$ cat config.mk
export PLATFORM = sky130hd
export DESIGN_NAME = flux_stream_decoder_top
export DESIGN_NICKNAME = d
export VERILOG_FILES = /design/src/sv/fsd_pkg.sv /design/src/sv/fsd_in_stage.sv /design/src/sv/fsd_parser.sv /design/src/sv/fsd_out_reg.sv /design/src/sv/flux_stream_decoder_top.sv
export VERILOG_INCLUDE_DIRS = /design/src /design/src/sv
export SDC_FILE = /design/constraint.sdc
export NUM_CORES = 1
export LEC_CHECK = 0
export BUFFER_PORTS_ARGS = -buffer_cell sky130_fd_sc_hd__buf_4
export CAP_MARGIN = 15
export CORE_MARGIN = 1.5
export CORE_UTILIZATION = 54
export DETAILED_ROUTE_END_ITERATION = 7
export GPL_ROUTABILITY_DRIVEN = 0
export PLACE_DENSITY_LB_ADDON = 0.15
export RECOVER_POWER = 100
export SLEW_MARGIN = 20
export SYNTH_ARGS = -nofsm -noshare
export SYNTH_HDL_FRONTEND = slang
export SYNTH_SLANG_ARGS = --single-unit
$ cat constraint.sdc
create_clock -name clk -period 15.45 [get_ports clk]
set_clock_uncertainty 0.2 [all_clocks]
set_input_delay 0.7725 -clock clk [delete_from_list [all_inputs] [get_ports clk]]
set_output_delay 0.7725 -clock clk [all_outputs]
set_load 0.005 [all_outputs]
$ cat src/sv/assert_macros.svh
// ---------------------------------------------------------------------------
// Assertion macros
// Wraps concurrent assertions so that synthesis builds see empty bodies.
// ---------------------------------------------------------------------------
`ifndef ASSERT_MACROS_SVH
`define ASSERT_MACROS_SVH

`ifndef SYNTH
// Property must hold at every clock edge outside reset.
`define ASSERT_PROP(label, clk, rst_n, prop, msg) \
	label: assert property (@(posedge clk) disable iff (!rst_n) prop) else $error(msg);
// Condition must never be true outside reset.
`define ASSERT_NEVER(label, clk, rst_n, cond, msg) \
	label: assert property (@(posedge clk) disable iff (!rst_n) !(cond)) else $error(msg);
`else
`define ASSERT_PROP(label, clk, rst_n, prop, msg)
`define ASSERT_NEVER(label, clk, rst_n, cond, msg)
`endif

`endif

$ cat src/sv/fsd_pkg.sv
// ---------------------------------------------------------------------------
// Flux stream decoder package
// Shared types, parser states, byte codes and result layout.
// ---------------------------------------------------------------------------
package fsd_pkg;

	// Default width of the sample time accumulator.
	localparam int TIME_BITS_DEFAULT = 32;

	// Parser states.
	typedef enum logic [3:0] {
		ST_CODE       = 4'd0,
		ST_CELL_LO    = 4'd1,
		ST_SKIP       = 4'd2,
		ST_V16_HI     = 4'd3,
		ST_V16_LO     = 4'd4,
		ST_OOB_TYPE   = 4'd5,
		ST_OOB_LEN_LO = 4'd6,
		ST_OOB_LEN_HI = 4'd7,
		ST_OOB_DATA   = 4'd8,
		ST_OOB_BAD    = 4'd9
	} parse_state_t;

	// Result kinds.
	typedef enum logic [1:0] {
		KIND_FLUX  = 2'd0,
		KIND_INDEX = 2'd1,
		KIND_END   = 2'd2,
		KIND_ERROR = 2'd3
	} kind_t;

	// Error codes.
	typedef enum logic [1:0] {
		ERR_NONE          = 2'd0,
		ERR_TRUNCATED     = 2'd1,
		ERR_BAD_INDEX_LEN = 2'd2
	} error_code_t;

	// Stream byte codes.
	localparam logic [7:0] CODE_CELL2_LIMIT = 8'd8;
	localparam logic [7:0] CODE_PAD         = 8'd8;
	localparam logic [7:0] CODE_SKIP1       = 8'd9;
	localparam logic [7:0] CODE_SKIP2       = 8'd10;
	localparam logic [7:0] CODE_OVERFLOW    = 8'd11;
	localparam logic [7:0] CODE_VALUE16     = 8'd12;
	localparam logic [7:0] CODE_OOB         = 8'd13;

	// Out-of-band block types and sizes.
	localparam logic [7:0]  BLOCK_INDEX  = 8'd2;
	localparam logic [7:0]  BLOCK_END    = 8'd13;
	localparam logic [15:0] INDEX_LEN    = 16'd12;
	localparam logic [31:0] OOB_OVERHEAD = 32'd3;

	// Time added by an overflow code.
	localparam logic [16:0] OVERFLOW_DELTA = 17'h10000;

	// One result item.
	typedef struct packed {
		kind_t       kind;
		logic [31:0] sample_time;
		logic [31:0] element_pos;
		logic [31:0] index_stream_pos;
		logic [31:0] index_timer;
		logic [31:0] index_sys_time;
		error_code_t error_code;
	} result_t;

endpackage

$ cat src/sv/fsd_in_stage.sv
// ---------------------------------------------------------------------------
// Flux stream decoder input stage
// Registers one stream byte and hands it to the parser when there is room.
// ---------------------------------------------------------------------------
module fsd_in_stage (
	input  logic       clk,
	input  logic       arst_n,
	input  logic       byte_valid,
	output logic       byte_ready,
	input  logic [7:0] data_byte,
	input  logic       end_of_data,
	input  logic       space,
	output logic       take,
	output logic [7:0] data_s1,
	output logic       eod_s1
);
	import fsd_pkg::*;

	logic valid_s1;

	// The held byte moves on when the result register can take a result.
	assign take       = valid_s1 && space;
	assign byte_ready = !valid_s1 || take;

	// Valid flag of the input register.
	always_ff @(posedge clk or negedge arst_n) begin
		if (!arst_n) begin
			valid_s1 <= 1'b0;
		end else if (byte_ready) begin
			valid_s1 <= byte_valid;
		end
	end

	// Payload of the input register.
	always_ff @(posedge clk) begin
		if (byte_valid && byte_ready) begin
			data_s1 <= data_byte;
			eod_s1  <= end_of_data;
		end
	end

endmodule

$ cat src/sv/fsd_parser.sv
// ---------------------------------------------------------------------------
// Flux stream decoder parser
// Byte-at-a-time state machine that keeps time, positions and index words.
// ---------------------------------------------------------------------------
`include "assert_macros.svh"

module fsd_parser #(
	parameter int TIME_BITS = fsd_pkg::TIME_BITS_DEFAULT
) (
	input  logic            clk,
	input  logic            arst_n,
	input  logic            take,
	input  logic [7:0]      data_byte,
	input  logic            end_of_data,
	output logic            res_valid,
	output fsd_pkg::result_t res
);
	import fsd_pkg::*;

	parse_state_t         state_q, state_n;
	logic [TIME_BITS-1:0] time_q, time_n;
	logic [31:0]          stream_pos_q, stream_pos_n;
	logic [31:0]          elem_start_q, elem_start_n;
	logic [7:0]           high_q, high_n;
	logic [7:0]           block_type_q, block_type_n;
	logic [15:0]          remaining_q, remaining_n;
	logic [95:0]          index_q, index_n;
	logic                 finished_q, finished_n;

	logic                 emit;
	kind_t                kind;
	error_code_t          err;
	logic [31:0]          emit_pos;
	logic [16:0]          delta;
	logic                 add_en;
	logic [15:0]          rem_dec;
	logic [15:0]          len;
	logic [TIME_BITS+31:0] time_ext;

	// Next state for one byte or end marker.
	always_comb begin
		state_n      = state_q;
		time_n       = time_q;
		stream_pos_n = stream_pos_q;
		elem_start_n = elem_start_q;
		high_n       = high_q;
		block_type_n = block_type_q;
		remaining_n  = remaining_q;
		index_n      = index_q;
		finished_n   = finished_q;
		emit         = 1'b0;
		kind         = KIND_FLUX;
		err          = ERR_NONE;
		emit_pos     = elem_start_q;
		delta        = '0;
		add_en       = 1'b0;
		rem_dec      = remaining_q - 16'd1;
		len          = {data_byte, high_q};

		if (finished_q) begin
			// The stream has ended; everything else is dropped.
		end else if (end_of_data) begin
			finished_n = 1'b1;
			emit       = 1'b1;
			if (state_q == ST_CODE) begin
				kind     = KIND_END;
				emit_pos = stream_pos_q;
			end else begin
				kind = KIND_ERROR;
				err  = ERR_TRUNCATED;
			end
		end else begin
			stream_pos_n = stream_pos_q + 32'd1;
			unique case (state_q)
				ST_CODE: begin
					elem_start_n = stream_pos_q;
					emit_pos     = stream_pos_q;
					priority if (data_byte < CODE_CELL2_LIMIT) begin
						high_n  = data_byte;
						state_n = ST_CELL_LO;
					end else if (data_byte == CODE_PAD) begin
						state_n = ST_CODE;
					end else if (data_byte == CODE_SKIP1 || data_byte == CODE_SKIP2) begin
						remaining_n = (data_byte == CODE_SKIP1) ? 16'd1 : 16'd2;
						state_n     = ST_SKIP;
					end else if (data_byte == CODE_OVERFLOW) begin
						delta  = OVERFLOW_DELTA;
						add_en = 1'b1;
					end else if (data_byte == CODE_VALUE16) begin
						state_n = ST_V16_HI;
					end else if (data_byte == CODE_OOB) begin
						state_n = ST_OOB_TYPE;
					end else begin
						delta  = {9'b0, data_byte};
						add_en = 1'b1;
						emit   = 1'b1;
					end
				end
				ST_CELL_LO, ST_V16_LO: begin
					delta   = {1'b0, high_q, data_byte};
					add_en  = 1'b1;
					state_n = ST_CODE;
					emit    = 1'b1;
				end
				ST_SKIP: begin
					remaining_n = rem_dec;
					if (rem_dec == 16'd0) begin
						state_n = ST_CODE;
					end
				end
				ST_V16_HI: begin
					high_n  = data_byte;
					state_n = ST_V16_LO;
				end
				ST_OOB_TYPE: begin
					if (data_byte == BLOCK_END) begin
						finished_n = 1'b1;
						state_n    = ST_CODE;
						emit       = 1'b1;
						kind       = KIND_END;
					end else begin
						block_type_n = data_byte;
						state_n      = ST_OOB_LEN_LO;
					end
				end
				ST_OOB_LEN_LO: begin
					high_n  = data_byte;
					state_n = ST_OOB_LEN_HI;
				end
				ST_OOB_LEN_HI: begin
					// Header and data of the block leave the stream position.
					stream_pos_n = stream_pos_q + 32'd1 - {16'b0, len} - OOB_OVERHEAD;
					remaining_n  = len;
					index_n      = '0;
					if (block_type_q == BLOCK_INDEX && len != INDEX_LEN) begin
						if (len == 16'd0) begin
							finished_n = 1'b1;
							state_n    = ST_CODE;
							emit       = 1'b1;
							kind       = KIND_ERROR;
							err        = ERR_BAD_INDEX_LEN;
						end else begin
							state_n = ST_OOB_BAD;
						end
					end else if (len == 16'd0) begin
						state_n = ST_CODE;
					end else begin
						state_n = ST_OOB_DATA;
					end
				end
				ST_OOB_DATA: begin
					// Index bytes arrive little-endian; shift in from the top.
					if (block_type_q == BLOCK_INDEX) begin
						index_n = {data_byte, index_q[95:8]};
					end
					remaining_n = rem_dec;
					if (rem_dec == 16'd0) begin
						state_n = ST_CODE;
						if (block_type_q == BLOCK_INDEX) begin
							emit = 1'b1;
							kind = KIND_INDEX;
						end
					end
				end
				ST_OOB_BAD: begin
					remaining_n = rem_dec;
					if (rem_dec == 16'd0) begin
						finished_n = 1'b1;
						state_n    = ST_CODE;
						emit       = 1'b1;
						kind       = KIND_ERROR;
						err        = ERR_BAD_INDEX_LEN;
					end
				end
				default: begin
					state_n = ST_CODE;
				end
			endcase
		end

		if (add_en) begin
			time_n = time_q + TIME_BITS'(delta);
		end
	end

	// Result fields for the current byte.
	assign time_ext  = {32'b0, time_n};
	assign res_valid = take && emit;

	always_comb begin
		res.kind             = kind;
		res.sample_time      = time_ext[31:0];
		res.element_pos      = emit_pos;
		res.index_stream_pos = (kind == KIND_INDEX) ? index_n[31:0]  : 32'd0;
		res.index_timer      = (kind == KIND_INDEX) ? index_n[63:32] : 32'd0;
		res.index_sys_time   = (kind == KIND_INDEX) ? index_n[95:64] : 32'd0;
		res.error_code       = err;
	end

	// Parser state registers.
	always_ff @(posedge clk or negedge arst_n) begin
		if (!arst_n) begin
			state_q      <= ST_CODE;
			time_q       <= '0;
			stream_pos_q <= '0;
			elem_start_q <= '0;
			high_q       <= '0;
			block_type_q <= '0;
			remaining_q  <= '0;
			index_q      <= '0;
			finished_q   <= 1'b0;
		end else if (take) begin
			state_q      <= state_n;
			time_q       <= time_n;
			stream_pos_q <= stream_pos_n;
			elem_start_q <= elem_start_n;
			high_q       <= high_n;
			block_type_q <= block_type_n;
			remaining_q  <= remaining_n;
			index_q      <= index_n;
			finished_q   <= finished_n;
		end
	end

	// Checks on the parser.
	`ASSERT_NEVER(a_no_result_after_finish, clk, arst_n, finished_q && res_valid, "result after stream end")
	`ASSERT_PROP(a_end_sets_finished, clk, arst_n, (res_valid && (res.kind == KIND_END || res.kind == KIND_ERROR)) |=> finished_q, "finish flag not set after end")
	`ASSERT_PROP(a_index_from_data, clk, arst_n, (res_valid && res.kind == KIND_INDEX) |-> (state_q == ST_OOB_DATA && block_type_q == BLOCK_INDEX && remaining_q == 16'd1), "index mark outside index block end")

endmodule

$ cat src/sv/fsd_out_reg.sv
// ---------------------------------------------------------------------------
// Flux stream decoder result register
// Holds one result until the consumer takes it.
// ---------------------------------------------------------------------------
module fsd_out_reg (
	input  logic             clk,
	input  logic             arst_n,
	input  logic             load,
	input  fsd_pkg::result_t res_in,
	output logic             space,
	input  logic             result_ready,
	output logic             result_valid,
	output fsd_pkg::result_t res_q
);
	import fsd_pkg::*;

	logic valid_q;

	// Room for a new result when empty or being drained this cycle.
	assign space        = !valid_q || result_ready;
	assign result_valid = valid_q;

	// Valid flag.
	always_ff @(posedge clk or negedge arst_n) begin
		if (!arst_n) begin
			valid_q <= 1'b0;
		end else if (load) begin
			valid_q <= 1'b1;
		end else if (result_ready) begin
			valid_q <= 1'b0;
		end
	end

	// Payload.
	always_ff @(posedge clk) begin
		if (load) begin
			res_q <= res_in;
		end
	end

endmodule

$ cat src/sv/flux_stream_decoder_top.sv
// ---------------------------------------------------------------------------
// Flux stream decoder
// Decodes a flux capture stream byte by byte into transitions and marks.
// ---------------------------------------------------------------------------
//  Channel   Handshake                     Payload
//  input     byte_valid / byte_ready       data_byte, end_of_data
//  result    result_valid / result_ready   kind, sample_time, element_pos,
//                                          index_stream_pos, index_timer,
//                                          index_sys_time, error_code
//
// One byte is taken per clock while the result register has room. A byte
// that yields a result passes the input register, then the parser into the
// result register. The parser state loop updates once per byte.
// Reset clears the valid flags and parser state at once; no clearing pass is needed.
// A stalled result holds the parser; the input register still takes one byte.
// ---------------------------------------------------------------------------
module flux_stream_decoder_top #(
	parameter int TIME_BITS = fsd_pkg::TIME_BITS_DEFAULT
) (
	input  logic        clk,
	input  logic        arst_n,
	input  logic        byte_valid,
	output logic        byte_ready,
	input  logic [7:0]  data_byte,
	input  logic        end_of_data,
	output logic        result_valid,
	input  logic        result_ready,
	output logic [1:0]  kind,
	output logic [31:0] sample_time,
	output logic [31:0] element_pos,
	output logic [31:0] index_stream_pos,
	output logic [31:0] index_timer,
	output logic [31:0] index_sys_time,
	output logic [1:0]  error_code
);
	import fsd_pkg::*;

	logic       space;
	logic       take;
	logic [7:0] data_s1;
	logic       eod_s1;
	logic       res_valid;
	result_t    res;
	result_t    out_res;

	// Input register.
	fsd_in_stage u_in_stage (
		.clk         (clk),
		.arst_n      (arst_n),
		.byte_valid  (byte_valid),
		.byte_ready  (byte_ready),
		.data_byte   (data_byte),
		.end_of_data (end_of_data),
		.space       (space),
		.take        (take),
		.data_s1     (data_s1),
		.eod_s1      (eod_s1)
	);

	// Stream parser.
	fsd_parser #(
		.TIME_BITS (TIME_BITS)
	) u_parser (
		.clk         (clk),
		.arst_n      (arst_n),
		.take        (take),
		.data_byte   (data_s1),
		.end_of_data (eod_s1),
		.res_valid   (res_valid),
		.res         (res)
	);

	// Result register.
	fsd_out_reg u_out_reg (
		.clk          (clk),
		.arst_n       (arst_n),
		.load         (res_valid),
		.res_in       (res),
		.space        (space),
		.result_ready (result_ready),
		.result_valid (result_valid),
		.res_q        (out_res)
	);

	// Result fields onto their ports.
	assign kind             = out_res.kind;
	assign sample_time      = out_res.sample_time;
	assign element_pos      = out_res.element_pos;
	assign index_stream_pos = out_res.index_stream_pos;
	assign index_timer      = out_res.index_timer;
	assign index_sys_time   = out_res.index_sys_time;
	assign error_code       = out_res.error_code;

endmodule

==> summary.md, run 1 <==
| Metric | Value |
|---|---|
| Period Utilization, post-route | `58.55%` |
| Mapped Cells | `1914` |
| Synth Net Count | `1981` |
| Area of the multi-input gates | `8823 um^2` |
| Most used DFF post-synth | `dfrtp_1` |
| Crit-path max FO | `72` |
| EDFF count, synth | `between 150 and 200` |
| Reg clk slew, reported paths | `~0.060 ns` |
| Total grt overflow | `0` |
| Most common cell in the netlist | `dfrtp_1` |
| Pin count of the biggest net entering global routing | `97` |
| Crit start category | `flop` |
| Pre-CTS setup slack | `approximately 10 ns` |
| Max-cap viol count | `16` |
| # nets final | `~2100` |
| H-tree Lvls | `2` |
| # setup viols final | `0` |
| Layout Utilization | `62.50%` |
| Slew HR | `-204.4%` |
| Crit end category | `flop` |
| Worst Hold Class | `in2reg` |
| Clock Path Buffers | `3` |
| Vias | `around 16000` |
| IO Pins | `between 150 and 200` |
| Final HPWL DP | `roughly 33000 um` |
| DRC errors left | `0` |
| Register area share after synthesis | `between 50 and 60%` |
| Outcome | `complete, but fails checks` |
| Initial antenna violation count | `0` |
| # rows | `just over 70` |
| Worst EP required | `15.74 ns` |
| All-Layer GR Usage | `a little over a quarter` |
| Number of buffers added on ports | `~180` |
| Initial Utilization | `between 50% and 60%` |
| Netlist cell types | `between 80 and 90` |
| Hold WS | `a little over 0.2 ns` |
| Least-Margin Pin Slew | `between 4 and 5 ns` |
| Die area | `approximately 39000 um^2` |
| Syn_area_per_cell | `around 11 um^2` |
| Asr flop ratio synth | `57.18%` |
| Arrival @ worst endpoint | `roughly 9.3 ns` |
| Min Tclk post-route | `9.046 ns` |
| Synthesized cell area | `roughly 21000 um^2` |
| Antenna Cells | `0` |
| Violated checks | `capacitance limit, slew limit` |
| Met1 wire length | `22200 um` |
| CTS Buf Count | `44` |
| Largest area contributor in the netlist | `dfrtp_1` |
| DRT iter0 DRCs | `approximately 1400` |
| Synth top area share | `between 20% and 30%` |
| Area growth, synth to finish | `14.00%` |
| Vias in the first global route | `approximately 14000` |
| CTS tree | `done` |
| Post-DRT Antenna Nets | `0` |
| Clock Latency Late Sink | `slightly below 0.6 ns` |
| Number of synthesized register bits | `404` |
| Worst vdd ir | `0.00009280 V` |
| Post-synth top cells | `dfrtp_1 (231), nor2_1 (179), edfxtp_1 (173), nand2_1 (156), o21ai_0 (128)` |
| Total Wirelength | `~51000 um` |
| Area of the core | `roughly 38000 um^2` |
| Setup CP Type | `reg2reg` |
| Die height | `198.6 um` |
| Fin worst setup slack | `roughly 6.4 ns` |
| Synth Warn # | `0` |
| Setup TNS | `0 ns` |
| Synth area leaders | `dfrtp_1 (28%), edfxtp_1 (25%), mux2_2 (4.9%)` |
| Fraction of layout cells with a size suffix above 1 | `between 15 and 20%` |
| Register area | `about 11000 um^2` |
| Slew Limit Fails | `828` |
| Lkg Pwr | `9.930 nW` |
| Post-CTS setup buffer count | `0` |
| Met2 wire length | `between 20000 and 25000 um` |
| Drt wl/cell | `slightly below 20 um` |
| Hold Fails Final Rpt | `0` |
| Routed vias/inst | `slightly above 6` |
| First-pass GRT wire length | `roughly 81000 um` |
| 1st-pass router iterations | `8` |
| Top Layer Used | `met4` |
| Highest Clock Rate | `between 100 and 150 MHz` |
| # fillers | `around 3100` |
| Clk root buf | `clkbuf_16` |
| Cell Pwr Density | `roughly 100 nW/um^2` |
| Die Width | `198.6 um` |
| WL met3 | `approximately 3600 um` |
| RSZ-0062 raised after global routing | `no` |
| Num Clock Sinks | `~400` |
==> per-stage QoR <==
step	total power, mW	instances	instance area, um^2
after global routing	2.546	2578	23540
after global placement	1.385	2495	22270
final	2.454	2578	23540
after floorplan	1.331	1914	20660
after detailed placement	1.390	2495	22270
after CTS	2.478	2577	23780
==> area by class of cell <==
class / count / area share, %
Timing Repair Buffer: 207 / 5.958
Inverter: 55 / 0.8769
Sequential cell: 404 / 46.62
Multi-Input combinational cell: 1320 / 37.48
Clock inverter: 26 / 1.276
Tap cell: 511 / 2.716
Clock buffer: 55 / 5.075
==> cells by family after synthesis <==
| family | share of synthesized area (%) |
|---|---|
| compound gates | 16.53 |
| mux | 5.289 |
| buf+inv | 3.890 |
| fa+ha+maj | 3.344 |
| flops | 53.15 |
| xor+xnor | 3.859 |
| simple gates | 13.94 |
==> final timing paths <==
path / from / endpoint / slack (ns) / cells past startpoint
min in group asynchronous: arst_n / u_parser.stream_pos_q[27] / 2.20 / 2
worst min-delay path: byte_valid / u_in_stage.valid_s1 / 0.20 / 2
worst max register to register: u_parser.state_q[0] / u_parser.index_q[40] / 6.40 / 9
max in group asynchronous: arst_n / u_parser.time_q[18] / 7.06 / 3
worst max-delay path: u_parser.state_q[0] / u_parser.index_q[40] / 6.40 / 9
worst min register to register: u_parser.elem_start_q[0] / u_parser.elem_start_q[0] / 0.28 / 2
==> per-layer routing <==
metal	vias to the layer above	track usage [%]
met2	610	40.53
met3	101	4.103
met4	0	9.371
li1	7291	-
met1	7704	37.36
met5	-	0
==> sequential cells by signal, summed over array words and instances, names as in the netlist, 16 cells and up <==
register,flops
u_parser.stream_pos_q,32
u_out_reg.res_q,164
u_parser.index_q,96
u_parser.remaining_q,16
u_parser.elem_start_q,32
u_parser.time_q,32
==> report_power, final <==
group / total [mW] / switching [mW] / leakage (nW) / internal, mW
logic: 0.207 / 0.123 / 4.28 / 0.0846
registers: 1.16 / 0.0305 / 4.92 / 1.13
clock network: 1.09 / 0.435 / 0.725 / 0.651
total: 2.45 / 0.588 / 9.93 / 1.87
==> worst max-delay path, stage by stage, from the launching register on <==
cell and delay, ns:
dfrtp_1 0.59, and4b_1 0.33, clkbuf_1 0.82, a21oi_2 0.38
clkbuf_1 1.01, a21o_2 0.18, clkbuf_1 2.33, or2_0 0.98
clkbuf_1 1.75, a22o_1 0.32
==> repair_timing <==
item	CTS	global route
resized for setup	0	0
hold buffers	1	0
endpoints found under the hold margin	1	0
==> placed cells by master, fill, tap and decap left out, types with 28 or more instances in the layout <==
master / Yosys / final
ha_1: 52 / 52
xor2_1: 38 / 38
nor2_1: 179 / 179
clkbuf_16: 0 / 46
nand2_1: 156 / 155
edfxtp_1: 173 / 173
nand3_1: 52 / 52
and3_1: 28 / 28
nor3_1: 43 / 44
a22o_1: 74 / 74
mux2_2: 89 / 85
a21oi_1: 58 / 58
clkbuf_4: 0 / 151
a22oi_1: 77 / 77
xnor2_1: 53 / 53
o21ai_0: 128 / 131
inv_1: 54 / 54
clkbuf_1: 92 / 48
dfrtp_1: 231 / 231
Power figures use the tool's default switching activity.
==> run 2: changes to the inputs <==
Clock period 15.45 ns to 7.7 ns, I/O delays scaled along.
==> summary.md, run 2 (synthesis gave the netlist of run 1 again) <==
| Metric | Value |
|---|---|
| RSZ-0062 raised after global routing | `no` |
| Post-CTS setup buffer count | `0` |
| FF-to-FF path depth | `10` |
| GR Layer Usage met1 | `between 30% and 40%` |
| CP endpoint | `u_out_reg.res_q[42]` |
| Initial Utilization | `approximately 55%` |
| Launch point of the worst reg-to-reg path | `u_parser.remaining_q[1]` |
| Max-cap viol count | `12` |
| Total Wirelength | `52160 um` |
| Hold WS | `0.2166 ns` |
| Cell Pwr Density | `about 210 nW/um^2` |
| IO Pins | `~180` |
| DRT iter0 DRCs | `roughly 1500` |
| Largest regs | `u_out_reg.res_q x164, u_parser.index_q x96` |
| # setup viols final | `0` |
| Max FFs per register | `~160` |
| Routed vias/inst | `just over 6` |
| Hold Fails Final Rpt | `0` |
| Post-cts resize count | `0` |
| Total grt overflow | `0` |
| Die height | `~200 um` |
| Final HPWL DP | `roughly 34000 um` |
| Area of the multi-input gates | `roughly 8800 um^2` |
| Vias in the first global route | `between 15000 and 20000` |
| Clock Latency Late Sink | `around 0.57 ns` |
| Drt wl/cell | `a little over 20 um` |
| Vias | `roughly 16000` |
| Die area | `39420 um^2` |
| Outcome | `complete, but fails checks` |
| Period Utilization, post-route | `between 70% and 80%` |
| # nets final | `~2100` |
| Reg clk slew, reported paths | `0.06 ns` |
| DRC errors left | `0` |
| Worst Setup SP | `u_parser.remaining_q[1]` |
| Initial antenna violation count | `0` |
| Slew Limit Fails | `about 600` |
| Least-Margin Pin Slew | `4.049 ns` |
| Die Width | `198.6 um` |
| Biggest register | `u_out_reg.res_q` |
| # rows | `around 70` |
| Post-DRT Antenna Nets | `0` |
| Crit start category | `flop` |
| Clk root buf | `clkbuf_16` |
| Commonest non-fill, non-tap cells in the layout | `dfrtp_1 (231), nor2_1 (179), edfxtp_1 (173)` |
| Min Tclk post-route | `6.124 ns` |
| Violated checks | `capacitance limit, slew limit` |
| All-Layer GR Usage | `a little over a quarter` |
| Setup TNS | `0 ns` |
| Clock Path Buffers | `3` |
| Post-placement cell area | `around 22000 um^2` |
| Worst Hold Class | `in2async` |
| Worst EP required | `roughly 7.7 ns` |
| Crit-path max FO | `between 70 and 80` |
| Hold-fix buffers, CTS | `13` |
| Pin count of the biggest net entering global routing | `about 110` |
| GR peak layer | `met2` |
| Worst vdd ir | `0.0001647 V` |
| CTS tree | `done` |
| Arrival @ worst endpoint | `6.09 ns` |
| Highest Clock Rate | `between 150 and 200 MHz` |
| Antenna Cells | `0` |
| GRT met2 Usage | `between 40% and 50%` |
| Register area | `10980 um^2` |
| Most common cell after layout, fill and taps aside | `dfrtp_1` |
| Slew HR | `-170.0%` |
| Fraction of layout cells with a size suffix above 1 | `17.43%` |
| Num Clock Sinks | `just over 400` |
| Reg-to-reg endpoint | `u_out_reg.res_q[42]` |
| Lkg Pwr | `approximately 10 nW` |
| Number of buffers added on ports | `about 180` |
| GRT met3 Usage | `between 3 and 4%` |
| Area of the core | `around 38000 um^2` |
| R2R setup slack | `between 1.5 and 2 ns` |
| 1st-pass router iterations | `6` |
| First-pass GRT wire length | `between 80000 and 90000 um` |
| Area growth, synth to finish | `14.75%` |
| Setup CP Type | `reg2reg` |
| Crit end category | `flop` |
| CTS Buf Count | `43` |
| Post-route design area | `~24000 um^2` |
| H-tree Lvls | `2` |
| # fillers | `3133` |
==> run 2: metal layers <==
metal,vias to the layer above,share of wire [%]
met5,-,0
met4,0,2.4
met3,73,6.5
met2,563,47
met1,7854,44
li1,7311,-
==> run 2: power breakdown <==
group / switching (mW) / total, mW / internal [mW]
Clock: 0.858 / 2.18 / 1.32
Sequential: 0.0635 / 2.33 / 2.27
Combinational: 0.253 / 0.427 / 0.174
Total: 1.17 / 4.94 / 3.76
==> run 2: worst max-delay path, stage by stage, from the launching register on <==
cell and delay [ns]:
dfrtp_1 0.43, inv_1 0.11, ha_1 0.30, nor4b_1 0.85
nand3_2 0.24, xnor2_1 0.19, or3_2 0.44, nor4_1 0.50
o21ai_0 0.33, a311oi_1 0.65, clkbuf_2 1.43
==> run 2: stage by stage <==
stage               utilization (%)  setup slack [ns]  power, mW  instances
floorplan                         -            0.3899      2.670       1914
global placement              59.14             2.656      2.785       2496
detailed placement            59.14             2.423      2.797       2496
CTS                           63.45             2.380      4.986       2588
global route                  62.92             1.222      5.123       2588
finish                        62.92             1.576      4.938       2588
==> run 2: final cells by class <==
class                           instances  area share (%)
Clock buffer                           54           4.974
Tap cell                              511           2.698
Timing Repair Buffer                  219           6.647
Inverter                               55          0.8712
Clock inverter                         25           1.320
Sequential cell                       404           46.31
Multi-Input combinational cell       1320           37.18
==> run 2: how the worst min path moves through the flow <==
stage	startpoint	to	slack, ns	cells after the start
5_1_grt	u_parser.time_q[31]	u_parser.time_q[31]	0.31	1
3_3_place_gp	u_parser.elem_start_q[21]	u_parser.elem_start_q[21]	0.26	2
6_report	arst_n	u_parser.elem_start_q[24]	0.22	2
3_5_place_dp	u_parser.elem_start_q[0]	u_parser.elem_start_q[0]	0.28	2
2_1_floorplan	arst_n	u_in_stage.valid_s1	-0.11	0
4_1_cts	u_parser.elem_start_q[0]	u_parser.elem_start_q[0]	0.29	2
